<file path="config.mk">
export PLATFORM = sky130hd
export DESIGN_NAME = arc_cell
export DESIGN_NICKNAME = d
export VERILOG_FILES = /design/src/sv/arc_pkg.sv /design/src/sv/arc_cell.sv
export SDC_FILE = /design/constraint.sdc
export NUM_CORES = 1
export LEC_CHECK = 0
export ABC_AREA = 1
export BUFFER_PORTS_ARGS = -buffer_cell sky130_fd_sc_hd__buf_4
export CORE_AREA = 2 2 288 290
export CTS_BUF_LIST = sky130_fd_sc_hd__clkbuf_8
export DETAILED_ROUTE_END_ITERATION = 10
export DIE_AREA = 0 0 290 292
export SYNTH_ARGS = -nofsm -noshare
export SYNTH_HDL_FRONTEND = slang
export SYNTH_SLANG_ARGS = --single-unit
</file>
<file path="constraint.sdc">
create_clock -name clk_i -period 3.9 [get_ports clk_i]
set_input_delay 0.195 -clock clk_i [delete_from_list [all_inputs] [get_ports clk_i]]
set_output_delay 0.195 -clock clk_i [all_outputs]
set_load 0.005 [all_outputs]
</file>
<file path="src/sv/arc_pkg.sv">
// ----------------------------------------------------------------------------
// arc_pkg: shared types for the address region table
// payload structs, lookup token, slot write, command and register codes, state encoding
// ----------------------------------------------------------------------------
package arc_pkg;

  localparam int unsigned NumRegions = 64;
  localparam int unsigned SlotW      = 6;
  localparam int unsigned AddrW      = 64;

  typedef enum logic [1:0] {
    CMD_WRITE  = 2'd0,
    CMD_LOOKUP = 2'd1,
    CMD_GAP    = 2'd2,
    CMD_RANGE  = 2'd3
  } arc_cmd_e;

  typedef enum logic [1:0] {
    REG_PAGE_BITS = 2'd0,
    REG_USER_BASE = 2'd1,
    REG_USER_END  = 2'd2
  } arc_reg_e;

  typedef enum logic [2:0] {
    ST_IDLE,
    ST_PREP,
    ST_FIT,
    ST_RANGE,
    ST_WALK,
    ST_OUT
  } arc_state_e;

  typedef struct packed {
    logic [1:0]       command;
    logic [SlotW-1:0] slot;
    logic             slot_valid;
    logic [AddrW-1:0] new_start;
    logic [AddrW-1:0] new_end;
    logic [AddrW-1:0] address;
    logic [AddrW-1:0] size;
  } arc_in_t;

  typedef struct packed {
    logic             found;
    logic [SlotW-1:0] hit_slot;
    logic [AddrW-1:0] hit_start;
    logic [AddrW-1:0] hit_end;
    logic [AddrW-1:0] result_address;
  } arc_out_t;

  // token walking the cell chain
  typedef struct packed {
    logic             vld;
    logic             gap;
    logic             done;
    logic             found;
    logic [SlotW-1:0] slot;
    logic [AddrW-1:0] hit_start;
    logic [AddrW-1:0] hit_end;
    logic [AddrW-1:0] cursor;
    logic [AddrW-1:0] size;
  } arc_tok_t;

  // slot write broadcast to all cells
  typedef struct packed {
    logic             en;
    logic [SlotW-1:0] slot;
    logic             valid;
    logic [AddrW-1:0] start;
    logic [AddrW-1:0] stop;
  } arc_wr_t;

endpackage

</file>
<file path="src/sv/arc_cell.sv">
// ----------------------------------------------------------------------------
// arc_cell: one region slot of the table
// holds start, end and valid, updates the passing token for one step
// ----------------------------------------------------------------------------
module arc_cell (
  input  logic                         clk_i,
  input  logic                         rst_ni,
  input  logic [arc_pkg::SlotW-1:0]    idx_i,
  input  arc_pkg::arc_wr_t             wr_i,
  input  logic [arc_pkg::AddrW-1:0]    user_end_i,
  input  arc_pkg::arc_tok_t            tok_i,
  output arc_pkg::arc_tok_t            tok_o
);

  logic                      valid_q;
  logic [arc_pkg::AddrW-1:0] start_q;
  logic [arc_pkg::AddrW-1:0] end_q;
  arc_pkg::arc_tok_t         tok_d;
  arc_pkg::arc_tok_t         tok_q;
  logic                      wr_hit;

  assign wr_hit = wr_i.en && (wr_i.slot == idx_i);

  always_ff @(posedge clk_i or negedge rst_ni) begin
    if (!rst_ni) begin
      valid_q <= 1'b0;
    end else if (wr_hit) begin
      valid_q <= wr_i.valid;
    end
  end

  always_ff @(posedge clk_i) begin
    if (wr_hit) begin
      start_q <= wr_i.start;
      end_q   <= wr_i.stop;
    end
  end

  always_comb begin
    tok_d = tok_i;
    if (tok_i.vld && !tok_i.done && valid_q) begin
      if (!tok_i.gap) begin
        if (tok_i.cursor >= start_q && tok_i.cursor < end_q) begin
          tok_d.done      = 1'b1;
          tok_d.found     = 1'b1;
          tok_d.slot      = idx_i;
          tok_d.hit_start = start_q;
          tok_d.hit_end   = end_q;
        end
      end else if (end_q > tok_i.cursor) begin
        if (start_q >= tok_i.cursor && tok_i.size <= start_q - tok_i.cursor) begin
          // gap before this region is large enough
          tok_d.done  = 1'b1;
          tok_d.found = 1'b1;
        end else begin
          tok_d.cursor = end_q;
          if (!(end_q < user_end_i && tok_i.size <= user_end_i - end_q)) begin
            tok_d.done = 1'b1;
          end
        end
      end
    end
  end

  always_ff @(posedge clk_i or negedge rst_ni) begin
    if (!rst_ni) begin
      tok_q.vld <= 1'b0;
    end else begin
      tok_q <= tok_d;
    end
  end

  assign tok_o = tok_q;

endmodule

</file>
Word level (Yosys, flattened, before mapping)
Index checks and enable logic that the tools add are counted.
{"block": "op_classes", "magnitude_cmp": 7, "n_eq_ne": 1, "reduce_logical": 7, "addsub": 2, "n_mux": 11}
{"cell": "200-bit two-way mux", "n": 1}
{"cell": "64-bit two-way mux", "n": 3}
{"cell": "136-bit two-way mux", "n": 1}
{"cell": "134-bit two-way mux", "n": 1}
{"cell": "64-bit >= comparator", "n": 2}
{"cell": "64-bit <= comparator", "n": 2}
{"cell": "64-bit < comparator", "n": 2}
{"cell": "64-bit subtractor", "n": 2}
{"cell": "64-bit > comparator", "n": 1}
{"cell": "6-bit == test", "n": 1}
{"cell": "1-bit logical AND", "n": 6}
{"cell": "2-bit two-way mux", "n": 2}
{"cell": "1-bit two-way mux", "n": 3}
{"cell": "1-bit logical NOT", "n": 1}
{"block": "word_totals", "out_inout_bits": 266, "word_cells": 40, "inputBits": 474, "reg_bits": 395}

Longest topological paths before layout
{"block": "logic_depth", "word_depth": 8, "mapped_depth": 32, "ltp_nobuf": 31}

Worst setup path after synthesis
No wires, ideal clock.
{"block": "synth_timing", "path_kind": "register to register", "from": "register start_q[0] (netlist bit)", "to": "register tok_q, in the netlist tok_o[68], data pin", "n_path_buf": 2, "t_arrival_ns": 3.586, "required_ns": 3.647, "setup_ns": 0.253, "slack_ns": 0.061, "path_stages_with_launch": 29, "path_cell_list": "edfxtp_1 inv_1 ha_1 inv_1 fa_1 nand2_1 nand3_1 and2_1 a21oi_1 o21ai_0 nand2_1 nand2_1 nand2_1 nand2_1 nand2_1 nand2_1 xnor2_1 ha_1 nand4_1 nor2_1 nand3_1 nor3_1 nand4_1 nand2_1 nand2_1 buf_2 buf_2 nand3_1 nand2_1"}
{"element": "from (decl)", "line_no": "arc_cell.sv:16", "rtl": "logic [arc_pkg::AddrW-1:0] start_q;"}
{"element": "from (signal assigned)", "line_no": "arc_cell.sv:34", "rtl": "start_q <= wr_i.start;"}
{"element": "to (signal assigned)", "line_no": "arc_cell.sv:69", "rtl": "tok_q <= tok_d;"}
{"element": "to (decl)", "line_no": "arc_cell.sv:19", "rtl": "arc_pkg::arc_tok_t tok_q;"}

==> flow_summary.yaml <==
floorplanning:
  rows: 105
  dieWidth_um: 290
  start_util: 0.347
  ios: 740
  core_um2: 81600
  fp.dieH_um: 292
  die_area_um2: 84700
setup_path:
  end_kind: "register"
  path_buf_inv: 6
  crit_path_frequent_cell: "nand2_1"
  required_ns: 4.32
  critPathKind: "register to register"
  r2r-end: "tok_o[93]$_DFFE_PP_"
  reg2reg_depth: 28
  slowest_stage: "edfxtp_1"
  max_stage_delay_ns: 0.34
  cp_top_family: "simple AND/OR/NAND/NOR gates"
  startpoint_type: "register"
  r2r_slack_ns: -0.42
  arrival_ns: 4.73
  critPathMaxFanout: 36
  reg2reg_from: "start_q[0]$_DFFE_PP_"
yosys:
  synth_nets: 4237
  synthMuxAreaShare: 0
  synth_edf_count: 393
  synth.avg_cell_area_um2: 8.22
  yosysWarnings: 0
  yosys_register_bits: 395
  syn_area_um2: 28300
  synthFlopType: "edfxtp_1"
  synth_top_family_by_area: "simple AND/OR/NAND/NOR gates"
  synth_cell_types: 41
  synthTopCellsByCount: "nand2_1 (936), inv_1 (405), edfxtp_1 (393)"
  synth.largest_area_cell: "edfxtp_1"
  ys_seq_area_frac: 0.419
  synth_area_leaders: "edfxtp_1 (42%), ha_1 (14%), nand2_1 (12%)"
  synth_compound_area_frac: 0.126
  synthCells: 3441
  ys_async_sr_fraction: 0.00506
  synthSimpleGateAreaFrac: 0.214
  synth_fa_ha_area_frac: 0.143
  synth.most_common_cell: "nand2_1"
  synth_xor_area_frac: 0.0337
  post-synth-top-area-fraction: 0.417
power_and_ir_drop:
  p_sw_frac: 0.317
  clkPwrFrac: 0.308
  p_switching_w: 0.00411
  p_leak_nw: 22.0
  p_int_w: 0.00886
  p_per_area_nw_per_um2: 277
  p_seq_frac: 0.390
  power_frac_comb: 0.302
  max-vdd-ir-drop_mv: 0.215
clocking:
  cts_tree: "done"
  clockBufferDepth: 3
  clk_latency_ns: 0.71
  cts_htree_levels: 3
  cts_buffers: 73
  cts_sinks: 395
  clockRootBuffer: "clkbuf_8"
  clkTransAtPathRegs_ns: 0.07
outcome:
  violations: "negative setup slack"
  status: "finished with violations"
grt:
  grt_max_degree: 111
  grt_pass1_vias: 32000
  antenna_found_initial: 13
  overflow: 0
  track_usage: 0.313
  grt_pass1_wl_um: 199000
detailed_routing:
  post-route-drc-count: 0
  viasPerCell: 5.08
  routedWlPerCell_um: 21.7
  vias: 32500
  wirelength_um: 139000
  antenna_left: 0
  drt_iter0_markers: 2792
  first_pass_iters: 5
timing:
  setup_ws_ns: -0.416
  rsz0062_at_grt: "true"
  hold_ws_ns: 0.0764
  clock_skew_ns: 0.0628
  min_period_ns: 4.32
  fmax_mhz: 232
  worst_slew_pin_slew_ns: 1.04
  finalCritPeriodShare: 1.11
  setup_tns_ns: -23.71
  hold_violations: 0
  slew_headroom: 0.304
  slew_violations: 0
  setup_viol: 66
min_path:
  hp-class: "input pin to register"
  min-delay-start: "rst_ni"
  min_to: "tok_o[130]$_DFFE_PP_"
  hold-path-cell-count: 1
cells_and_area:
  nets: 6065
  area_growth_pct: 65.6
  layout-drive-gt1-share: 0.324
placed_design:
  portBuffers: 739
  hpwlAfterDp_um: 109000
  place_congestion: 1.01
job:
  max-cap-violations: 0
==> cell families (layout without fill, tap and decap cells) <==
kind of cell	count (synthesis)	count (layout)
simple gates	1489	1490
fa+ha+maj	322	322
other cells	0	13
compound gates	658	658
buf+inv	468	2352
xor+xnor	109	109
flops	395	395
==> placed cells by master (no fill, tap or decap), types with 14 or more instances in the layout <==
cell              n
buf_4          1385
nand2_1         872
inv_1           417
dlygate4sd3_1   402
edfxtp_1        393
ha_1            280
nor2_1          267
a21oi_1         256
o21ai_0         235
nand3_1         145
clkbuf_8         74
nand2_2          59
xnor2_1          54
xor2_1           52
ha_4             37
o21bai_1         30
nand4_1          29
a21o_1           25
a21oi_2          25
nor2_2           25
nor3_1           24
o21ai_1          23
o21a_1           16
a31oi_1          16
clkinv_1         14
==> how the worst max path moves through the flow <==
stage | start | to | slack, ns | cells past startpoint
finish | start_q[0]$_DFFE_PP_ | tok_o[93]$_DFFE_PP_ | -0.42 | 28
global route | start_q[0]$_DFFE_PP_ | tok_o[93]$_DFFE_PP_ | -0.60 | 28
CTS | start_q[0]$_DFFE_PP_ | tok_o[66]$_DFFE_PP_ | -0.25 | 31
detailed placement | start_q[0]$_DFFE_PP_ | tok_o[66]$_DFFE_PP_ | -0.51 | 27
global placement | start_q[22]$_DFFE_PP_ | tok_o[75]$_DFFE_PP_ | -0.45 | 27
floorplan | start_q[0]$_DFFE_PP_ | tok_o[68]$_DFFE_PP_ | 0.06 | 28
==> sequential cells by signal, summed over array words and instances (netlist names) <==
name     count
tok_o      266
end_q       64
start_q     64
valid_q      1
==> what timing repair did <==
action,CTS,global route
setup buffers,21,12
resized for setup,175,92
gates cloned,4,5
pin swaps,21,23
hold endpoints to repair,395,0
endpoints found under the setup margin,66,70
hold buffers,402,0
==> metal layers <==
metal	part of all wire	track usage	vias to the layer above	wire, um
li1	-	-	15400	-
met1	0.44	0.428	15500	61200
met2	0.46	0.510	1437	63600
met3	0.068	0.0435	261	9520
met4	0.033	0.104	4	4650
met5	0.00022	0	-	31
==> layout make-up <==
type	instances	area, um2
Antenna cell	13	32.5
Clock buffer	74	1020
Clock inverter	58	368
Fill cell	7204	34700
Inverter	406	1530
Multi-Input combinational cell	2579	15800
Sequential cell	395	11900
Tap cell	1070	1340
Timing Repair Buffer	1814	15000
==> through the flow <==
| step | cell area, um2 | util | instances | setup WS, ns | total power, W |
|---|---|---|---|---|---|
| 3_3_place_gp | 39800 | 0.488 | 5821 | -0.451 | 0.00841 |
| 4_1_cts | 46300 | 0.567 | 6380 | -0.252 | 0.0129 |
| 5_1_grt | 46800 | 0.574 | 6405 | -0.601 | 0.0135 |
| 6_report | 46900 | 0.574 | 6409 | -0.416 | 0.0130 |
| 2_1_floorplan | 28300 | - | 3441 | 0.0614 | 0.00650 |
| 3_5_place_dp | 39800 | 0.488 | 5821 | -0.512 | 0.00844 |
==> power groups by stage <==
stage                     Clock [W]  Sequential, W  Combinational, W
after floorplan                   0        0.00514           0.00136
after global placement            0        0.00513           0.00328
after detailed placement          0        0.00513           0.00330
after CTS                   0.00404        0.00505           0.00379
after global routing        0.00422        0.00507           0.00423
final                       0.00400        0.00506           0.00392
==> worst reg2reg max path, delay by kind of cell (launching register included) <==
family | cells | cell delay, ns
simple gates | 18 | 2.20
buf+inv | 6 | 0.72
fa+ha+maj | 2 | 0.52
flops | 1 | 0.34
compound gates | 2 | 0.29
(Power assumes the default switching activity.)
